File: src/design/slac_pkg.sv
`timescale 1ns / 1ps

package slac_pkg;

    localparam int ENTRIES_DEF = 64;

    localparam int KEY_W   = 64;
    localparam int SIZE_W  = 32;
    localparam int TIME_W  = 48;
    localparam int BYTES_W = 40;
    localparam int CNT_W   = 48;
    localparam int SUM_W   = 64;
    localparam int EVC_W   = 7;

    localparam logic [BYTES_W-1:0] CAP_RESET = 40'd5368709120;

    // Entry update applied by the cell whose index matches the write index.
    typedef enum logic [1:0] {
        WR_NONE,
        WR_TIME,
        WR_CLEAR,
        WR_FILL
    } wr_op_t;

    typedef struct packed {
        wr_op_t              op;
        logic [KEY_W-1:0]    key;
        logic [SIZE_W-1:0]   size;
        logic [TIME_W-1:0]   atime;
    } wr_t;

    // Scan token that walks the cell row, one cell per cycle.
    typedef struct packed {
        logic                vld;
        logic                found;
        logic                vany;
        logic [TIME_W-1:0]   vtime;
        logic [SIZE_W-1:0]   vsize;
        logic                freeany;
    } scan_t;

endpackage

File: src/design/slac_cell.sv
`timescale 1ns / 1ps

// One cache slot. It holds an entry and folds itself into the scan token
// as the token passes by.
module slac_cell #(
    parameter int ENTRIES = slac_pkg::ENTRIES_DEF,
    parameter int IDX     = 0,
    localparam int IW     = $clog2(ENTRIES)
) (
    input  logic                         clk,
    input  logic                         rst_n,
    input  logic [slac_pkg::KEY_W-1:0]   req_key,
    input  slac_pkg::wr_t                wr,
    input  logic [IW-1:0]                wr_idx,
    input  slac_pkg::scan_t              scan_in,
    input  logic [IW-1:0]                fidx_in,
    input  logic [IW-1:0]                vidx_in,
    input  logic [IW-1:0]                freeidx_in,
    output slac_pkg::scan_t              scan_out,
    output logic [IW-1:0]                fidx_out,
    output logic [IW-1:0]                vidx_out,
    output logic [IW-1:0]                freeidx_out
);

    localparam logic [IW-1:0] MY_IDX = IW'(IDX);

    logic                          valid_reg;
    logic [slac_pkg::KEY_W-1:0]    key_reg;
    logic [slac_pkg::SIZE_W-1:0]   size_reg;
    logic [slac_pkg::TIME_W-1:0]   time_reg;

    logic            scan_vld_reg;
    slac_pkg::scan_t scan_reg;
    logic [IW-1:0]   fidx_reg;
    logic [IW-1:0]   vidx_reg;
    logic [IW-1:0]   freeidx_reg;

    logic            match;
    logic            take_v;
    logic            take_f;
    logic            sel;
    slac_pkg::scan_t scan_next;

    assign sel   = (wr_idx == MY_IDX);
    assign match = valid_reg && (key_reg == req_key);
    assign take_v = valid_reg && (!scan_in.vany || (time_reg < scan_in.vtime) ||
                    ((time_reg == scan_in.vtime) && (size_reg > scan_in.vsize)));
    assign take_f = !valid_reg && !scan_in.freeany;

    always_comb
    begin
        scan_next         = scan_in;
        scan_next.found   = scan_in.found | match;
        scan_next.freeany = scan_in.freeany | take_f;
        if (take_v)
        begin
            scan_next.vany  = 1'b1;
            scan_next.vtime = time_reg;
            scan_next.vsize = size_reg;
        end
    end

    always_ff @(posedge clk or negedge rst_n)
    begin
        if (!rst_n)
        begin
            valid_reg    <= 1'b0;
            scan_vld_reg <= 1'b0;
        end
        else
        begin
            scan_vld_reg <= scan_in.vld;
            if (sel)
            begin
                case (wr.op)
                    slac_pkg::WR_CLEAR: valid_reg <= 1'b0;
                    slac_pkg::WR_FILL:  valid_reg <= 1'b1;
                    default:            valid_reg <= valid_reg;
                endcase
            end
        end
    end

    always_ff @(posedge clk)
    begin
        scan_reg    <= scan_next;
        fidx_reg    <= (!scan_in.found && match) ? MY_IDX : fidx_in;
        vidx_reg    <= take_v ? MY_IDX : vidx_in;
        freeidx_reg <= take_f ? MY_IDX : freeidx_in;
        if (sel)
        begin
            case (wr.op)
                slac_pkg::WR_TIME:
                begin
                    time_reg <= wr.atime;
                end
                slac_pkg::WR_FILL:
                begin
                    key_reg  <= wr.key;
                    size_reg <= wr.size;
                    time_reg <= wr.atime;
                end
                default:
                begin
                    time_reg <= time_reg;
                end
            endcase
        end
    end

    always_comb
    begin
        scan_out     = scan_reg;
        scan_out.vld = scan_vld_reg;
    end

    assign fidx_out    = fidx_reg;
    assign vidx_out    = vidx_reg;
    assign freeidx_out = freeidx_reg;

endmodule

File: config.mk
export PLATFORM = sky130hd
export DESIGN_NAME = slac_cell
export DESIGN_NICKNAME = d
export VERILOG_FILES = /design/src/design/slac_pkg.sv /design/src/design/slac_cell.sv
export SDC_FILE = /design/constraint.sdc
export NUM_CORES = 1
export LEC_CHECK = 0
export BUFFER_PORTS_ARGS = -buffer_cell sky130_fd_sc_hd__buf_4
export CAP_MARGIN = 20
export CORE_AREA = 3 3 161 163
export CTS_BUF_LIST = sky130_fd_sc_hd__clkbuf_4
export DETAILED_ROUTE_END_ITERATION = 16
export DIE_AREA = 0 0 164 166
export PLACE_DENSITY_LB_ADDON = 0.2
export SLEW_MARGIN = 20
export SYNTH_ARGS = -nofsm -noshare
export SYNTH_HDL_FRONTEND = slang
export SYNTH_SLANG_ARGS = --single-unit
export TNS_END_PERCENT = 1
File: constraint.sdc
create_clock -name clk -period 5.9 [get_ports clk]
set_input_delay 1.18 -clock clk [delete_from_list [all_inputs] [get_ports clk]]
set_output_delay 1.18 -clock clk [all_outputs]
set_load 0.01 [all_outputs]
==> results of run 1 <==
[worst min path at each step]
stage / cells past startpoint / slack [ns] / start / to
6_report: 1 / 0.33 / rst_n / scan_vld_reg$_DFF_PN0_
5_1_grt: 1 / 0.24 / rst_n / scan_vld_reg$_DFF_PN0_
4_1_cts: 1 / 0.24 / rst_n / scan_vld_reg$_DFF_PN0_
3_5_place_dp: 1 / 0.49 / size_reg[0]$_DFFE_PP_ / scan_out[1]$_DFF_P_
3_3_place_gp: 1 / 0.49 / time_reg[24]$_DFFE_PP_ / scan_out[57]$_DFF_P_
2_1_floorplan: 1 / 0.48 / size_reg[0]$_DFFE_PP_ / scan_out[1]$_DFF_P_
[logic make-up after synthesis]
family | after synthesis
simple gates | 110
compound gates | 73
xor+xnor | 53
fa+ha+maj | 80
buf+inv | 103
mux | 81
flops | 247
[final cells by class]
type	count	area share, %
antenna	2	0.0335
sequential	247	42.8
inverter	93	2.34
multi-input combinational	397	24.3
clock buffer	109	5.48
tap	324	2.72
timing repair buffer	426	21.5
clock inverter	12	0.830
[layer usage]
| layer | track usage (%) | vias up | part of all wire [%] |
|---|---|---|---|
| met2 | 35.4 | 291 | 52 |
| li1 | - | 3724 | - |
| met5 | 0 | - | 0 |
| met4 | 9.16 | 0 | 3.5 |
| met1 | 21.7 | 3485 | 37 |
| met3 | 6.16 | 62 | 8.0 |
[stage by stage]
step	cells	util (%)	setup slack (ns)	area (um2)
2_1_floorplan	747	-	1.23	10400
3_3_place_gp	1487	57.2	1.26	14000
3_5_place_dp	1487	57.2	1.28	14000
4_1_cts	1608	61.0	1.99	14900
5_1_grt	1609	61.0	1.89	14900
6_report	1610	61.0	2.04	14900
[synthesized netlist by cell type, drive strengths merged]
cell       n  share of area, %
a211oi     1             0.072
nand3     13              0.62
nand4     30               1.8
o221ai     1             0.084
ha        80               9.6
and2       7              0.42
xor2      12               1.0
inv       93               3.3
o2bb2ai    2              0.17
a22o       2              0.17
nor2       6              0.22
a221oi     6              0.50
edfxtp   144                41
o21bai     1             0.072
nor4       9              0.54
o211ai     2              0.14
and3       1             0.060
o311ai     1             0.084
or4        4              0.32
a221o      2              0.19
nand2     16              0.58
and4       1             0.084
nor3       5              0.24
a21o       6              0.43
xnor2     41               3.4
mux2      81                10
a2111oi    3              0.31
dfxtp    101                19
a21oi     31               1.5
o41ai      1             0.084
dfrtp      2              0.48
nand2b     2              0.12
o21ai      9              0.47
buf       10              0.80
a2111o     1              0.11
nor2b     14              0.84
o22ai      4              0.24
or2        2              0.12
[where the power goes]
group	internal, mW	switching, mW
clock network	0.964	0.686
registers	1.89	0.0254
logic	0.335	0.205
total	3.19	0.916
==> impl_results.html, run 1 <==
<table>
<tr><th>Metric</th><th>Value</th></tr>
<tr><th colspan="2">Run status</th></tr>
<tr><td>Run status</td><td>finished clean</td></tr>
<tr><th colspan="2">Floorplanning</th></tr>
<tr><td>Horizontal extent of the die</td><td>around 160 um</td></tr>
<tr><td>Total die area</td><td>27200 um2</td></tr>
<tr><td>Area of the core</td><td>24500 um2</td></tr>
<tr><td>Row cnt</td><td>between 50 and 60</td></tr>
<tr><td>Starting utilization of the core area</td><td>42.7%</td></tr>
<tr><td>I/O pin count</td><td>422</td></tr>
<tr><td>Die height</td><td>166 um</td></tr>
<tr><th colspan="2">Timing</th></tr>
<tr><td>Slew HR</td><td>35.1%</td></tr>
<tr><td>Max Clock Skew</td><td>0.0349 ns</td></tr>
<tr><td>Tcrit/Tclk final</td><td>between 60 and 70%</td></tr>
<tr><td>Max-slew violation count</td><td>0</td></tr>
<tr><td>Sum of negative setup slack</td><td>0 ns</td></tr>
<tr><td>Total count of hold-check failures in the final report</td><td>0</td></tr>
<tr><td>RSZ-0062 raised after global routing</td><td>no</td></tr>
<tr><td>Final setup viols</td><td>0</td></tr>
<tr><td>Max Freq</td><td>between 200 and 300 MHz</td></tr>
<tr><td>Min Clock Period, post-route</td><td>3.86 ns</td></tr>
<tr><td>Tightest Pin Transition</td><td>0.973 ns</td></tr>
<tr><td>Fin Hold WS</td><td>around 0.33 ns</td></tr>
<tr><th colspan="2">Clock network</th></tr>
<tr><td>Root buffer cell</td><td>clkbuf_4</td></tr>
<tr><td>Maximum clock path buffer count</td><td>3</td></tr>
<tr><td>Count of hold-fix buffers inserted at cts</td><td>0</td></tr>
<tr><td>Source-to-sink clock delay at the later pin of the worst-skew pair</td><td>approximately 0.64 ns</td></tr>
<tr><td>Buffer count from post-CTS setup fixing</td><td>0</td></tr>
<tr><td>Number of H-tree levels</td><td>3</td></tr>
<tr><td>Number of gates given a new drive strength after cts</td><td>0</td></tr>
<tr><td>Clock Pin Slew Worst Setup and Hold Paths</td><td>0.06 ns</td></tr>
<tr><td>Number of buffers created by CTS</td><td>between 60 and 70</td></tr>
<tr><td>Sinks on the clock net</td><td>around 250</td></tr>
<tr><td>Clock tree from TritonCTS</td><td>done</td></tr>
<tr><th colspan="2">Setup path</th></tr>
<tr><td>Critical path destination</td><td>scan_out[45]$_DFF_P_</td></tr>
<tr><td>Critical path buffer and inverter count</td><td>3</td></tr>
<tr><td>Worst-case reg-to-reg path depth</td><td>9</td></tr>
<tr><td>CP max stage cell</td><td>nor4_1</td></tr>
<tr><td>Cell breakdown of the critical path</td><td>buf_4, inv_1, ha_1, nand4_1, nor4_1, a2111oi_2, o311ai_1, nand3_1, o21ai_4, buf_12, mux2_2</td></tr>
<tr><td>Crit Path Class</td><td>in -&gt; reg</td></tr>
<tr><td>Kind of cell with the highest combined delay on the critical path</td><td>simple AND/OR/NAND/NOR gates</td></tr>
<tr><td>Delay of the slowest cell on the worst path</td><td>0.83 ns</td></tr>
<tr><td>Crit path capture type</td><td>register</td></tr>
<tr><td>CP Depth</td><td>11</td></tr>
<tr><td>WP data required</td><td>around 6.4 ns</td></tr>
<tr><td>Kind of launch point of the worst setup path</td><td>input pin</td></tr>
<tr><td>Worst R2R Start</td><td>size_reg[29]$_DFFE_PP_</td></tr>
<tr><td>FF-to-FF setup slack</td><td>roughly 2.3 ns</td></tr>
<tr><td>Arrival time reported for the critical path endpoint</td><td>4.36 ns</td></tr>
<tr><td>Highest fanout seen on the critical path</td><td>60</td></tr>
<tr><td>Critical path origin</td><td>scan_in[30]</td></tr>
<tr><td>Capture point of the worst reg-to-reg path</td><td>scan_out[45]$_DFF_P_</td></tr>
<tr><th colspan="2">Logic synthesis</th></tr>
<tr><td>Synthesized Nets</td><td>approximately 1100</td></tr>
<tr><td>Gate Count Post-Synth</td><td>747</td></tr>
<tr><td>Share of synthesized area occupied by flip-flops and latches</td><td>61.3%</td></tr>
<tr><td>Synthesized-area fraction occupied by xor and xnor cells</td><td>4.45%</td></tr>
<tr><td>Post-synthesis mux area share</td><td>9.96%</td></tr>
<tr><td>Synthesized-area fraction occupied by ao, oa, aoi and oai cells</td><td>4.62%</td></tr>
<tr><td>Main combinational cell family by area after synthesis</td><td>multiplexers</td></tr>
<tr><td>Yosys warning count</td><td>0</td></tr>
<tr><td>Unique cell type count in the Yosys netlist</td><td>45</td></tr>
<tr><td>Syn avg cell area</td><td>14.0 um2</td></tr>
<tr><td>Seq cells post-synth</td><td>247</td></tr>
<tr><td>Post-synthesis instance area</td><td>10400 um2</td></tr>
<tr><td>Area share of fa/ha/maj cells after synthesis</td><td>9.59%</td></tr>
<tr><td>Share of synthesized cell area in and, or, nand and nor gates</td><td>about 6.0%</td></tr>
<tr><th colspan="2">Placed design</th></tr>
<tr><td>Estimated wirelength of the detail-placed design</td><td>21900 um</td></tr>
<tr><td>Final RePlAce weighted congestion</td><td>0.817</td></tr>
<tr><td>Input/output buffers</td><td>421</td></tr>
<tr><th colspan="2">Route</th></tr>
<tr><td>Total via count in the routed design</td><td>7562</td></tr>
<tr><td>Via density per instance</td><td>about 4.7</td></tr>
<tr><td>Total routed wirelength</td><td>27800 um</td></tr>
<tr><td>Average detailed-routed wire length per instance</td><td>17.3 um</td></tr>
<tr><td>Post-detailed-route count of antenna-violating nets</td><td>0</td></tr>
<tr><td>Initial DRC Count</td><td>244</td></tr>
<tr><td>DRC violations left</td><td>0</td></tr>
<tr><td>Drt first pass iters</td><td>4</td></tr>
<tr><th colspan="2">Run</th></tr>
<tr><td>Number of maximum-capacitance constraint violations</td><td>0</td></tr>
<tr><th colspan="2">Final layout</th></tr>
<tr><td>Leading cell type in the layout, fill and taps excluded</td><td>buf_4</td></tr>
<tr><td>Filler cells</td><td>2038</td></tr>
<tr><td>Seq. cell area</td><td>around 6400 um2</td></tr>
<tr><td>Area of the multi-input gates</td><td>roughly 3600 um2</td></tr>
<tr><td>Fraction of final layout cells sized beyond drive strength 1</td><td>48.8%</td></tr>
<tr><td>Count of nets after finishing</td><td>1633</td></tr>
<tr><td>Top library cells by usage in the layout, fill and taps aside</td><td>buf_4 (425), edfxtp_1 (144), clkbuf_4 (109)</td></tr>
<tr><td>Flip-flop count of the largest register after layout</td><td>83</td></tr>
<tr><td>Area grow syn2layout</td><td>43.0%</td></tr>
<tr><th colspan="2">GRT</th></tr>
<tr><td>Antenna violations before repair</td><td>1</td></tr>
<tr><td>Via count of the first global-routing pass</td><td>8109</td></tr>
<tr><td>Grt ovf</td><td>0</td></tr>
<tr><td>First-pass GRT wire length</td><td>42000 um</td></tr>
<tr><td>Global routing usage summed across all routing layers</td><td>20.0%</td></tr>
<tr><td>Maximum number of pins on one net before global-route repair</td><td>71</td></tr>
<tr><th colspan="2">Power</th></tr>
<tr><td>Reported leakage power</td><td>around 6.9 nW</td></tr>
<tr><td>Pwr per Cell Area</td><td>275 nW/um2</td></tr>
<tr><td>Total design power</td><td>4.11 mW</td></tr>
<tr><td>Peak supply drop</td><td>0.170 mV</td></tr>
<tr><th colspan="2">Min path</th></tr>
<tr><td>Path category of the worst min-delay check</td><td>in -&gt; async</td></tr>
</table>
No activity file was read; power rests on OpenSTA's default activity.
==> inputs of run 2 (changes only) <==
--- a/config.mk
+++ b/config.mk
@@ -5,12 +5,13 @@
 export SDC_FILE = /design/constraint.sdc
 export NUM_CORES = 1
 export LEC_CHECK = 0
+export ABC_AREA = 1
 export BUFFER_PORTS_ARGS = -buffer_cell sky130_fd_sc_hd__buf_4
 export CAP_MARGIN = 20
-export CORE_AREA = 3 3 161 163
+export CORE_AREA = 3 3 163 165
 export CTS_BUF_LIST = sky130_fd_sc_hd__clkbuf_4
 export DETAILED_ROUTE_END_ITERATION = 16
-export DIE_AREA = 0 0 164 166
+export DIE_AREA = 0 0 166 168
 export PLACE_DENSITY_LB_ADDON = 0.2
 export SLEW_MARGIN = 20
 export SYNTH_ARGS = -nofsm -noshare
==> constraint.sdc (replaced) <==
create_clock -name clk -period 3.3 [get_ports clk]
set_input_delay 0.66 -clock clk [delete_from_list [all_inputs] [get_ports clk]]
set_output_delay 0.66 -clock clk [all_outputs]
set_load 0.01 [all_outputs]
==> run 2 against run 1 <==
First-iteration DRC count rose by 76%. Global-route usage rose by 1.5 points. Utilization rose by 0.085 points. Combinational power increased by 87%. Flip-flop and latch count unchanged. Synthesized cell count is 47% higher. Die area is 2.4% higher. Setup slack worse by 1.2 ns.
==> impl_results.html, run 2 <==
<table>
<tr><th>Metric</th><th>Value</th></tr>
<tr><th colspan="2">Setup path</th></tr>
<tr><td>FF-to-FF setup slack</td><td>0.83 ns</td></tr>
<tr><td>Critical path buffer and inverter count</td><td>1</td></tr>
<tr><td>Worst-case reg-to-reg path depth</td><td>12</td></tr>
<tr><td>Arrival time reported for the critical path endpoint</td><td>3.00 ns</td></tr>
<tr><td>Cell breakdown of the critical path</td><td>ha_1, nand2_1, nor2_1, nand4_1, nor2_1, nand3_1, nor2_1, nand2_1, nand3_4, buf_4, nand3_1, nand2_1</td></tr>
<tr><td>CP Depth</td><td>12</td></tr>
<tr><td>Kind of cell with the highest combined delay on the critical path</td><td>simple AND/OR/NAND/NOR gates</td></tr>
<tr><td>Kind of launch point of the worst setup path</td><td>register</td></tr>
<tr><td>Crit Path Class</td><td>reg -&gt; reg</td></tr>
<tr><td>Highest fanout seen on the critical path</td><td>39</td></tr>
<tr><td>CP max stage cell</td><td>edfxtp_1</td></tr>
<tr><td>WP data required</td><td>3.83 ns</td></tr>
<tr><td>Crit path capture type</td><td>register</td></tr>
<tr><td>Delay of the slowest cell on the worst path</td><td>0.43 ns</td></tr>
<tr><th colspan="2">Clock network</th></tr>
<tr><td>Number of buffers created by CTS</td><td>70</td></tr>
<tr><td>Sinks on the clock net</td><td>247</td></tr>
<tr><td>Clock Pin Slew Worst Setup and Hold Paths</td><td>about 0.06 ns</td></tr>
<tr><td>Clock tree from TritonCTS</td><td>done</td></tr>
<tr><td>Number of H-tree levels</td><td>3</td></tr>
<tr><td>Source-to-sink clock delay at the later pin of the worst-skew pair</td><td>0.63 ns</td></tr>
<tr><td>Root buffer cell</td><td>clkbuf_4</td></tr>
<tr><td>Number of gates given a new drive strength after cts</td><td>0</td></tr>
<tr><td>Count of hold-fix buffers inserted at cts</td><td>1</td></tr>
<tr><td>Buffer count from post-CTS setup fixing</td><td>0</td></tr>
<tr><td>Maximum clock path buffer count</td><td>3</td></tr>
<tr><th colspan="2">Final layout</th></tr>
<tr><td>Top library cells by usage in the layout, fill and taps aside</td><td>buf_4 (426), nand2_1 (308), inv_1 (153)</td></tr>
<tr><td>Fraction of final layout cells sized beyond drive strength 1</td><td>34.8%</td></tr>
<tr><td>Core occupancy in the finished layout</td><td>around 61%</td></tr>
<tr><td>Flip-flop count of the largest register after layout</td><td>83</td></tr>
<tr><td>Count of nets after finishing</td><td>1974</td></tr>
<tr><td>Leading cell type in the layout, fill and taps excluded</td><td>buf_4</td></tr>
<tr><td>Area grow syn2layout</td><td>41.8%</td></tr>
<tr><th colspan="2">Logic synthesis</th></tr>
<tr><td>Gate Count Post-Synth</td><td>1100</td></tr>
<tr><td>Unique cell type count in the Yosys netlist</td><td>33</td></tr>
<tr><td>Yosys warning count</td><td>0</td></tr>
<tr><td>Leading cell type by number of instances after synthesis</td><td>nand2_1</td></tr>
<tr><td>Top cell types by occurrence after synthesis</td><td>nand2_1 (309), inv_1 (154), edfxtp_1 (144), dfxtp_1 (101), nand3_1 (94)</td></tr>
<tr><td>Syn avg cell area</td><td>about 9.9 um2</td></tr>
<tr><td>Share of synthesized area occupied by flip-flops and latches</td><td>about three fifths</td></tr>
<tr><td>Share of the synthesized area in the top cell type</td><td>39.8%</td></tr>
<tr><td>Post-synth top flop</td><td>edfxtp_1</td></tr>
<tr><td>Post-synthesis cell type with the largest combined area</td><td>edfxtp_1</td></tr>
<tr><td>Seq cells post-synth</td><td>247</td></tr>
<tr><td>Top post-synthesis cells by area</td><td>edfxtp_1 (40%), dfxtp_1 (19%), nand2_1 (11%)</td></tr>
<tr><td>Post-synthesis instance area</td><td>around 11000 um2</td></tr>
<tr><td>Number of enable-type register cells in the synthesized netlist</td><td>144</td></tr>
<tr><td>Asr flop ratio synth</td><td>0.810%</td></tr>
<tr><td>Synthesized Nets</td><td>1500</td></tr>
<tr><th colspan="2">Timing</th></tr>
<tr><td>Sum of negative setup slack</td><td>0 ns</td></tr>
<tr><td>Fin Hold WS</td><td>about 0.16 ns</td></tr>
<tr><td>Max-slew violation count</td><td>0</td></tr>
<tr><td>Tightest Pin Transition</td><td>just over 0.7 ns</td></tr>
<tr><td>Total count of hold-check failures in the final report</td><td>0</td></tr>
<tr><td>Max Clock Skew</td><td>between 0.04 and 0.05 ns</td></tr>
<tr><td>Worst-case setup margin in the final layout</td><td>0.831 ns</td></tr>
<tr><td>Slew HR</td><td>53.0%</td></tr>
<tr><td>Tcrit/Tclk final</td><td>about three quarters</td></tr>
<tr><td>RSZ-0062 raised after global routing</td><td>no</td></tr>
<tr><td>Final setup viols</td><td>0</td></tr>
<tr><td>Min Clock Period, post-route</td><td>2.47 ns</td></tr>
<tr><td>Max Freq</td><td>405 MHz</td></tr>
<tr><th colspan="2">GRT</th></tr>
<tr><td>First-pass GRT wire length</td><td>46900 um</td></tr>
<tr><td>Via count of the first global-routing pass</td><td>9239</td></tr>
<tr><td>Global routing usage summed across all routing layers</td><td>21.5%</td></tr>
<tr><td>Grt ovf</td><td>0</td></tr>
<tr><td>Antenna violations before repair</td><td>2</td></tr>
<tr><td>Maximum number of pins on one net before global-route repair</td><td>97</td></tr>
<tr><th colspan="2">Placed design</th></tr>
<tr><td>Input/output buffers</td><td>421</td></tr>
<tr><td>Estimated wirelength of the detail-placed design</td><td>23700 um</td></tr>
<tr><td>Final RePlAce weighted congestion</td><td>0.841</td></tr>
<tr><td>Place WS</td><td>0.477 ns</td></tr>
<tr><th colspan="2">Power</th></tr>
<tr><td>Switching power total</td><td>1.78 mW</td></tr>
<tr><td>Sequential fraction of design power</td><td>between 40 and 50%</td></tr>
<tr><td>Peak supply drop</td><td>around 0.35 mV</td></tr>
<tr><td>Switching part of the total</td><td>about a quarter</td></tr>
<tr><td>Reported leakage power</td><td>between 7 and 8 nW</td></tr>
<tr><td>Clock Power Share</td><td>between 40% and 50%</td></tr>
<tr><td>Combinational Power Share</td><td>13.5%</td></tr>
<tr><td>Pwr per Cell Area</td><td>489 nW/um2</td></tr>
<tr><td>Cell internal power dissipation</td><td>5.75 mW</td></tr>
<tr><th colspan="2">Route</th></tr>
<tr><td>DRC violations left</td><td>0</td></tr>
<tr><td>Total routed wirelength</td><td>slightly above 30000 um</td></tr>
<tr><td>Average detailed-routed wire length per instance</td><td>approximately 16 um</td></tr>
<tr><td>Post-detailed-route count of antenna-violating nets</td><td>0</td></tr>
<tr><td>Total via count in the routed design</td><td>9076</td></tr>
<tr><td>Initial DRC Count</td><td>429</td></tr>
<tr><td>Drt first pass iters</td><td>4</td></tr>
<tr><td>Via density per instance</td><td>4.63</td></tr>
<tr><th colspan="2">Floorplanning</th></tr>
<tr><td>I/O pin count</td><td>~420</td></tr>
<tr><td>Horizontal extent of the die</td><td>166 um</td></tr>
<tr><td>Die height</td><td>approximately 170 um</td></tr>
<tr><td>Starting utilization of the core area</td><td>approximately 43%</td></tr>
<tr><td>Total die area</td><td>approximately 28000 um2</td></tr>
<tr><td>Area of the core</td><td>25200 um2</td></tr>
<tr><td>Row cnt</td><td>58</td></tr>
<tr><th colspan="2">Run status</th></tr>
<tr><td>Run status</td><td>finished clean</td></tr>
<tr><th colspan="2">Run</th></tr>
<tr><td>Number of maximum-capacitance constraint violations</td><td>0</td></tr>
<tr><th colspan="2">Min path</th></tr>
<tr><td>Worst hold path depth</td><td>1</td></tr>
<tr><td>Path category of the worst min-delay check</td><td>in -&gt; reg</td></tr>
</table>
run 2: cell count changes in the layout (fill, tap and decap cells not counted), sizes merged, moves of 7 or more:
cell and delta:
a21boi +7, inv +60, mux2 -81, nand2 +294
nand3 +83, nand4 -23, nor2 +50, nor2b -14
or2 +9, xnor2 -27
run 2: cells by family after synthesis:
group / after synthesis / synth area share (%)
buffers and inverters: 182 / 6.73
AOI/OAI and AO/OA: 67 / 3.64
adders and majority gates: 80 / 9.22
and+or+nand+nor: 494 / 19.1
DFF: 247 / 58.9
xor gates and xnor gates: 30 / 2.42
run 2: path summary, 6_finish.rpt:
check	from	end
setup / recovery	time_reg[38]$_DFFE_PP_	scan_out[6]$_DFF_P_
hold / removal	scan_in[83]	scan_vld_reg$_DFF_PN0_
setup reg to reg	time_reg[38]$_DFFE_PP_	scan_out[6]$_DFF_P_
hold reg to reg	time_reg[19]$_DFFE_PP_	scan_out[52]$_DFF_P_
max in group asynchronous	rst_n	valid_reg$_DFFE_PN0P_
min in group asynchronous	rst_n	scan_vld_reg$_DFF_PN0_
run 2: power groups by stage:
| stage | Sequential (mW) | Clock, mW | Combinational (mW) |
|---|---|---|---|
| 2_1_floorplan | 3.57 | 0 | 0.356 |
| 3_3_place_gp | 3.54 | 0 | 1.00 |
| 3_5_place_dp | 3.54 | 0 | 1.02 |
| 4_1_cts | 3.47 | 3.16 | 1.03 |
| 5_1_grt | 3.48 | 3.33 | 1.12 |
| 6_report | 3.47 | 3.04 | 1.01 |
run 2: metrics by stage:
step / std cells / area (um2) / total power [mW]
2_1_floorplan: 1100 / 10900 / 3.92
3_3_place_gp: 1831 / 14400 / 4.54
3_5_place_dp: 1831 / 14400 / 4.56
4_1_cts: 1958 / 15400 / 7.66
5_1_grt: 1959 / 15400 / 7.94
6_report: 1959 / 15400 / 7.52
run 2: cell type report:
type                       instances  area [um2]
timing repair buffer             430        3270
tap                              330         413
sequential                       247        6400
inverter                         154         582
clock inverter                    11         120
fill                            2193        9790
antenna                            1        2.50
multi-input combinational        671        3740
clock buffer                     115         863
run 2: per-layer routing:
| metal | track usage [%] | share of wire (%) | vias to the layer above | wire length (um) |
|---|---|---|---|---|
| li1 | - | - | 4587 | - |
| met1 | 22.7 | 36 | 4053 | 11300 |
| met2 | 39.1 | 51 | 372 | 15900 |
| met3 | 7.16 | 8.9 | 64 | 2740 |
| met4 | 9.62 | 3.4 | 0 | 1050 |
| met5 | 0 | 0 | - | 0 |
==> inputs of run 3 (changes only) <==
==> constraint.sdc (replaced) <==
create_clock -name clk -period 2.2 [get_ports clk]
set_input_delay 0.44 -clock clk [delete_from_list [all_inputs] [get_ports clk]]
set_output_delay 0.44 -clock clk [all_outputs]
set_load 0.01 [all_outputs]
==> run 3 against run 2 <==
The run now ends with setup timing left. Combinational power grew 120%. Clock skew grew 0.00093 ns. Final cell count grew 14%. Die area is the same. Register-to-register slack lost 1.1 ns. Critical path depth grew 4. Global-route usage grew 3.9 points. Largest cell class unchanged. Clock-buffer cell count shrank 9. Total power grew 57%.
==> impl_results.html, run 3 (synthesis gave the netlist of run 2 again) <==
<table>
<tr><th>Metric</th><th>Value</th></tr>
<tr><th colspan="2">Run status</th></tr>
<tr><td>Run status</td><td>finished with violations</td></tr>
<tr><td>Failing checks</td><td>setup timing</td></tr>
<tr><th colspan="2">Floorplanning</th></tr>
<tr><td>Horizontal extent of the die</td><td>166 um</td></tr>
<tr><td>Total die area</td><td>between 20000 and 30000 um2</td></tr>
<tr><td>Starting utilization of the core area</td><td>43.1%</td></tr>
<tr><td>Die height</td><td>168 um</td></tr>
<tr><td>Area of the core</td><td>25200 um2</td></tr>
<tr><td>Row cnt</td><td>58</td></tr>
<tr><td>I/O pin count</td><td>422</td></tr>
<tr><th colspan="2">Final layout</th></tr>
<tr><td>Filler cells</td><td>between 1500 and 2000</td></tr>
<tr><td>Flip-flop count of the largest register after layout</td><td>83</td></tr>
<tr><td>Top library cells by usage in the layout, fill and taps aside</td><td>buf_4 (437), nand2_1 (264), dlygate4sd3_1 (242)</td></tr>
<tr><td>Area of the multi-input gates</td><td>3950 um2</td></tr>
<tr><td>Count of nets after finishing</td><td>2245</td></tr>
<tr><td>Leading cell type in the layout, fill and taps excluded</td><td>buf_4</td></tr>
<tr><td>Seq. cell area</td><td>approximately 6400 um2</td></tr>
<tr><td>Area grow syn2layout</td><td>70.3%</td></tr>
<tr><td>Fraction of final layout cells sized beyond drive strength 1</td><td>34.0%</td></tr>
<tr><th colspan="2">Timing</th></tr>
<tr><td>Total count of hold-check failures in the final report</td><td>0</td></tr>
<tr><td>Min Clock Period, post-route</td><td>2.49 ns</td></tr>
<tr><td>Tcrit/Tclk final</td><td>113%</td></tr>
<tr><td>Slew HR</td><td>between 50% and 60%</td></tr>
<tr><td>Final setup viols</td><td>between 80 and 90</td></tr>
<tr><td>Max Clock Skew</td><td>0.0473 ns</td></tr>
<tr><td>Tightest Pin Transition</td><td>roughly 0.72 ns</td></tr>
<tr><td>Sum of negative setup slack</td><td>-20.38 ns</td></tr>
<tr><td>Worst-case setup margin in the final layout</td><td>-0.291 ns</td></tr>
<tr><td>RSZ-0062 raised after global routing</td><td>yes</td></tr>
<tr><td>Max-slew violation count</td><td>0</td></tr>
<tr><td>Max Freq</td><td>~400 MHz</td></tr>
<tr><th colspan="2">GRT</th></tr>
<tr><td>First-pass GRT wire length</td><td>roughly 56000 um</td></tr>
<tr><td>Antenna violations before repair</td><td>7</td></tr>
<tr><td>Maximum number of pins on one net before global-route repair</td><td>91</td></tr>
<tr><td>Global routing usage summed across all routing layers</td><td>approximately a quarter</td></tr>
<tr><td>Grt ovf</td><td>0</td></tr>
<tr><td>Via count of the first global-routing pass</td><td>11400</td></tr>
<tr><th colspan="2">Setup path</th></tr>
<tr><td>Capture point of the worst reg-to-reg path</td><td>scan_out[55]$_DFF_P_</td></tr>
<tr><td>Crit path capture type</td><td>register</td></tr>
<tr><td>Kind of launch point of the worst setup path</td><td>input pin</td></tr>
<tr><td>Crit Path Class</td><td>in -&gt; reg</td></tr>
<tr><td>Arrival time reported for the critical path endpoint</td><td>3.02 ns</td></tr>
<tr><td>FF-to-FF setup slack</td><td>-0.25 ns</td></tr>
<tr><td>WP data required</td><td>2.73 ns</td></tr>
<tr><td>Worst-case reg-to-reg path depth</td><td>13</td></tr>
<tr><td>Highest fanout seen on the critical path</td><td>6</td></tr>
<tr><td>Worst R2R Start</td><td>time_reg[37]$_DFFE_PP_</td></tr>
<tr><th colspan="2">Power</th></tr>
<tr><td>Sequential fraction of design power</td><td>between 40% and 50%</td></tr>
<tr><td>Cell internal power dissipation</td><td>8.87 mW</td></tr>
<tr><td>Switching part of the total</td><td>25.1%</td></tr>
<tr><td>Peak supply drop</td><td>0.528 mV</td></tr>
<tr><td>Reported leakage power</td><td>slightly below 9 nW</td></tr>
<tr><td>Switching power total</td><td>2.98 mW</td></tr>
<tr><td>Clock Power Share</td><td>a little under two fifths</td></tr>
<tr><td>Pwr per Cell Area</td><td>between 600 and 700 nW/um2</td></tr>
<tr><td>Combinational Power Share</td><td>18.4%</td></tr>
<tr><td>Total design power</td><td>~12 mW</td></tr>
<tr><th colspan="2">Route</th></tr>
<tr><td>Total routed wirelength</td><td>38600 um</td></tr>
<tr><td>Total via count in the routed design</td><td>~11000</td></tr>
<tr><td>Drt first pass iters</td><td>5</td></tr>
<tr><td>Post-detailed-route count of antenna-violating nets</td><td>0</td></tr>
<tr><td>Via density per instance</td><td>slightly below 5</td></tr>
<tr><td>Initial DRC Count</td><td>601</td></tr>
<tr><td>Average detailed-routed wire length per instance</td><td>17.3 um</td></tr>
<tr><td>DRC violations left</td><td>0</td></tr>
<tr><th colspan="2">Placed design</th></tr>
<tr><td>Estimated wirelength of the detail-placed design</td><td>23900 um</td></tr>
<tr><td>Place WS</td><td>-0.388 ns</td></tr>
<tr><td>Final RePlAce weighted congestion</td><td>0.857</td></tr>
<tr><td>Input/output buffers</td><td>421</td></tr>
<tr><th colspan="2">Clock network</th></tr>
<tr><td>Sinks on the clock net</td><td>247</td></tr>
<tr><td>Clock Pin Slew Worst Setup and Hold Paths</td><td>approximately 0.06 ns</td></tr>
<tr><td>Number of buffers created by CTS</td><td>between 60 and 70</td></tr>
<tr><td>Root buffer cell</td><td>clkbuf_4</td></tr>
<tr><td>Source-to-sink clock delay at the later pin of the worst-skew pair</td><td>about 0.65 ns</td></tr>
<tr><td>Maximum clock path buffer count</td><td>3</td></tr>
<tr><td>Number of H-tree levels</td><td>3</td></tr>
<tr><td>Clock tree from TritonCTS</td><td>done</td></tr>
<tr><th colspan="2">Min path</th></tr>
<tr><td>Worst hold path depth</td><td>2</td></tr>
<tr><td>Hold path startpoint</td><td>vidx_in[5]</td></tr>
<tr><td>Path category of the worst min-delay check</td><td>in -&gt; reg</td></tr>
<tr><td>Endpoint with the worst hold slack</td><td>vidx_out[5]$_SDFF_PP0_</td></tr>
<tr><th colspan="2">Run</th></tr>
<tr><td>Number of maximum-capacitance constraint violations</td><td>0</td></tr>
</table>
run 3: cell types whose count changed in the layout (fill, tap and decap cells not counted), sizes merged:
cell / delta
dlygate4sd3: +241
buf: +24
diode: +6
clkinv: +4
clkbuf: -2
inv: +1
nand2: +1
run 3: layout make-up:
cell class,count,share of cell area [%]
inverters,154,3.15
diodes,7,0.0948
clock buffers,106,4.31
multi-input cells,672,21.4
repair buffers,702,33.5
flip-flops and latches,247,34.6
clock inverters,16,0.758
well taps,330,2.23
run 3: worst max-delay path by stage:
stage | startpoint | to | slack (ns)
after floorplan | wr_idx[3] | key_reg[0]$_DFFE_PP_ | -1.09
after global placement | scan_in[72] | vidx_out[3]$_SDFF_PP0_ | -0.40
after detailed placement | scan_in[72] | scan_out[76]$_DFF_P_ | -0.39
after CTS | time_reg[39]$_DFFE_PP_ | scan_out[68]$_DFF_P_ | -0.09
after global routing | time_reg[7]$_DFFE_PP_ | scan_out[7]$_DFF_P_ | -0.39
final | scan_in[38] | scan_out[69]$_DFF_P_ | -0.29
run 3: metrics by stage:
step | utilization (%) | instance area [um2] | cells | hold WS, ns
after global routing | 73.4 | 18500 | 2233 | -0.00453
after detailed placement | 58.0 | 14600 | 1850 | 0.227
after floorplan | - | 10900 | 1100 | 0.144
after global placement | 58.0 | 14600 | 1850 | 0.227
final | 73.4 | 18500 | 2234 | 0.0619
after CTS | 71.4 | 18000 | 2213 | 0.000270
run 3: repair_timing:
action / 4_1_cts / 5_1_grt
pin swaps: 0 / 13
buffers inserted: 0 / 2
hold endpoints to repair: 242 / 1
hold buffers: 241 / 1
endpoints found under the setup margin: 87 / 92
gates resized for setup: 7 / 63
cloned: 0 / 11
run 3: worst max-delay path: stages:
cell and delay (ns):
dlygate4sd3_1 0.59, buf_4 0.14, inv_1 0.05, ha_1 0.30, nand2_1 0.07, nor2_1 0.15, nand4_1 0.11, nor2_1 0.17
nand3_2 0.10, nor2_1 0.09, nand2_1 0.09, nand3_4 0.22, nand2_8 0.15, clkbuf_16 0.21, nand2_1 0.07, nand2_1 0.06
run 3: power by group through the flow:
stage          clock, mW  combinational [mW]  sequential (mW)
6_report            4.49                2.18             5.18
2_1_floorplan          0               0.534             5.35
3_3_place_gp           0                1.55             5.27
3_5_place_dp           0                1.59             5.27
5_1_grt             4.83                2.35             5.19
4_1_cts             4.56                1.96             5.17
run 3: routing by layer:
layer | routed length [um] | track usage (%) | vias up | part of all wire [%]
li1 | - | - | 5145 | -
met2 | 20200 | 47.6 | 479 | 52
met1 | 13800 | 26.2 | 4984 | 36
met5 | 9 | 0 | - | 0.023
met3 | 2780 | 7.49 | 119 | 7.2
met4 | 1840 | 11.8 | 2 | 4.8
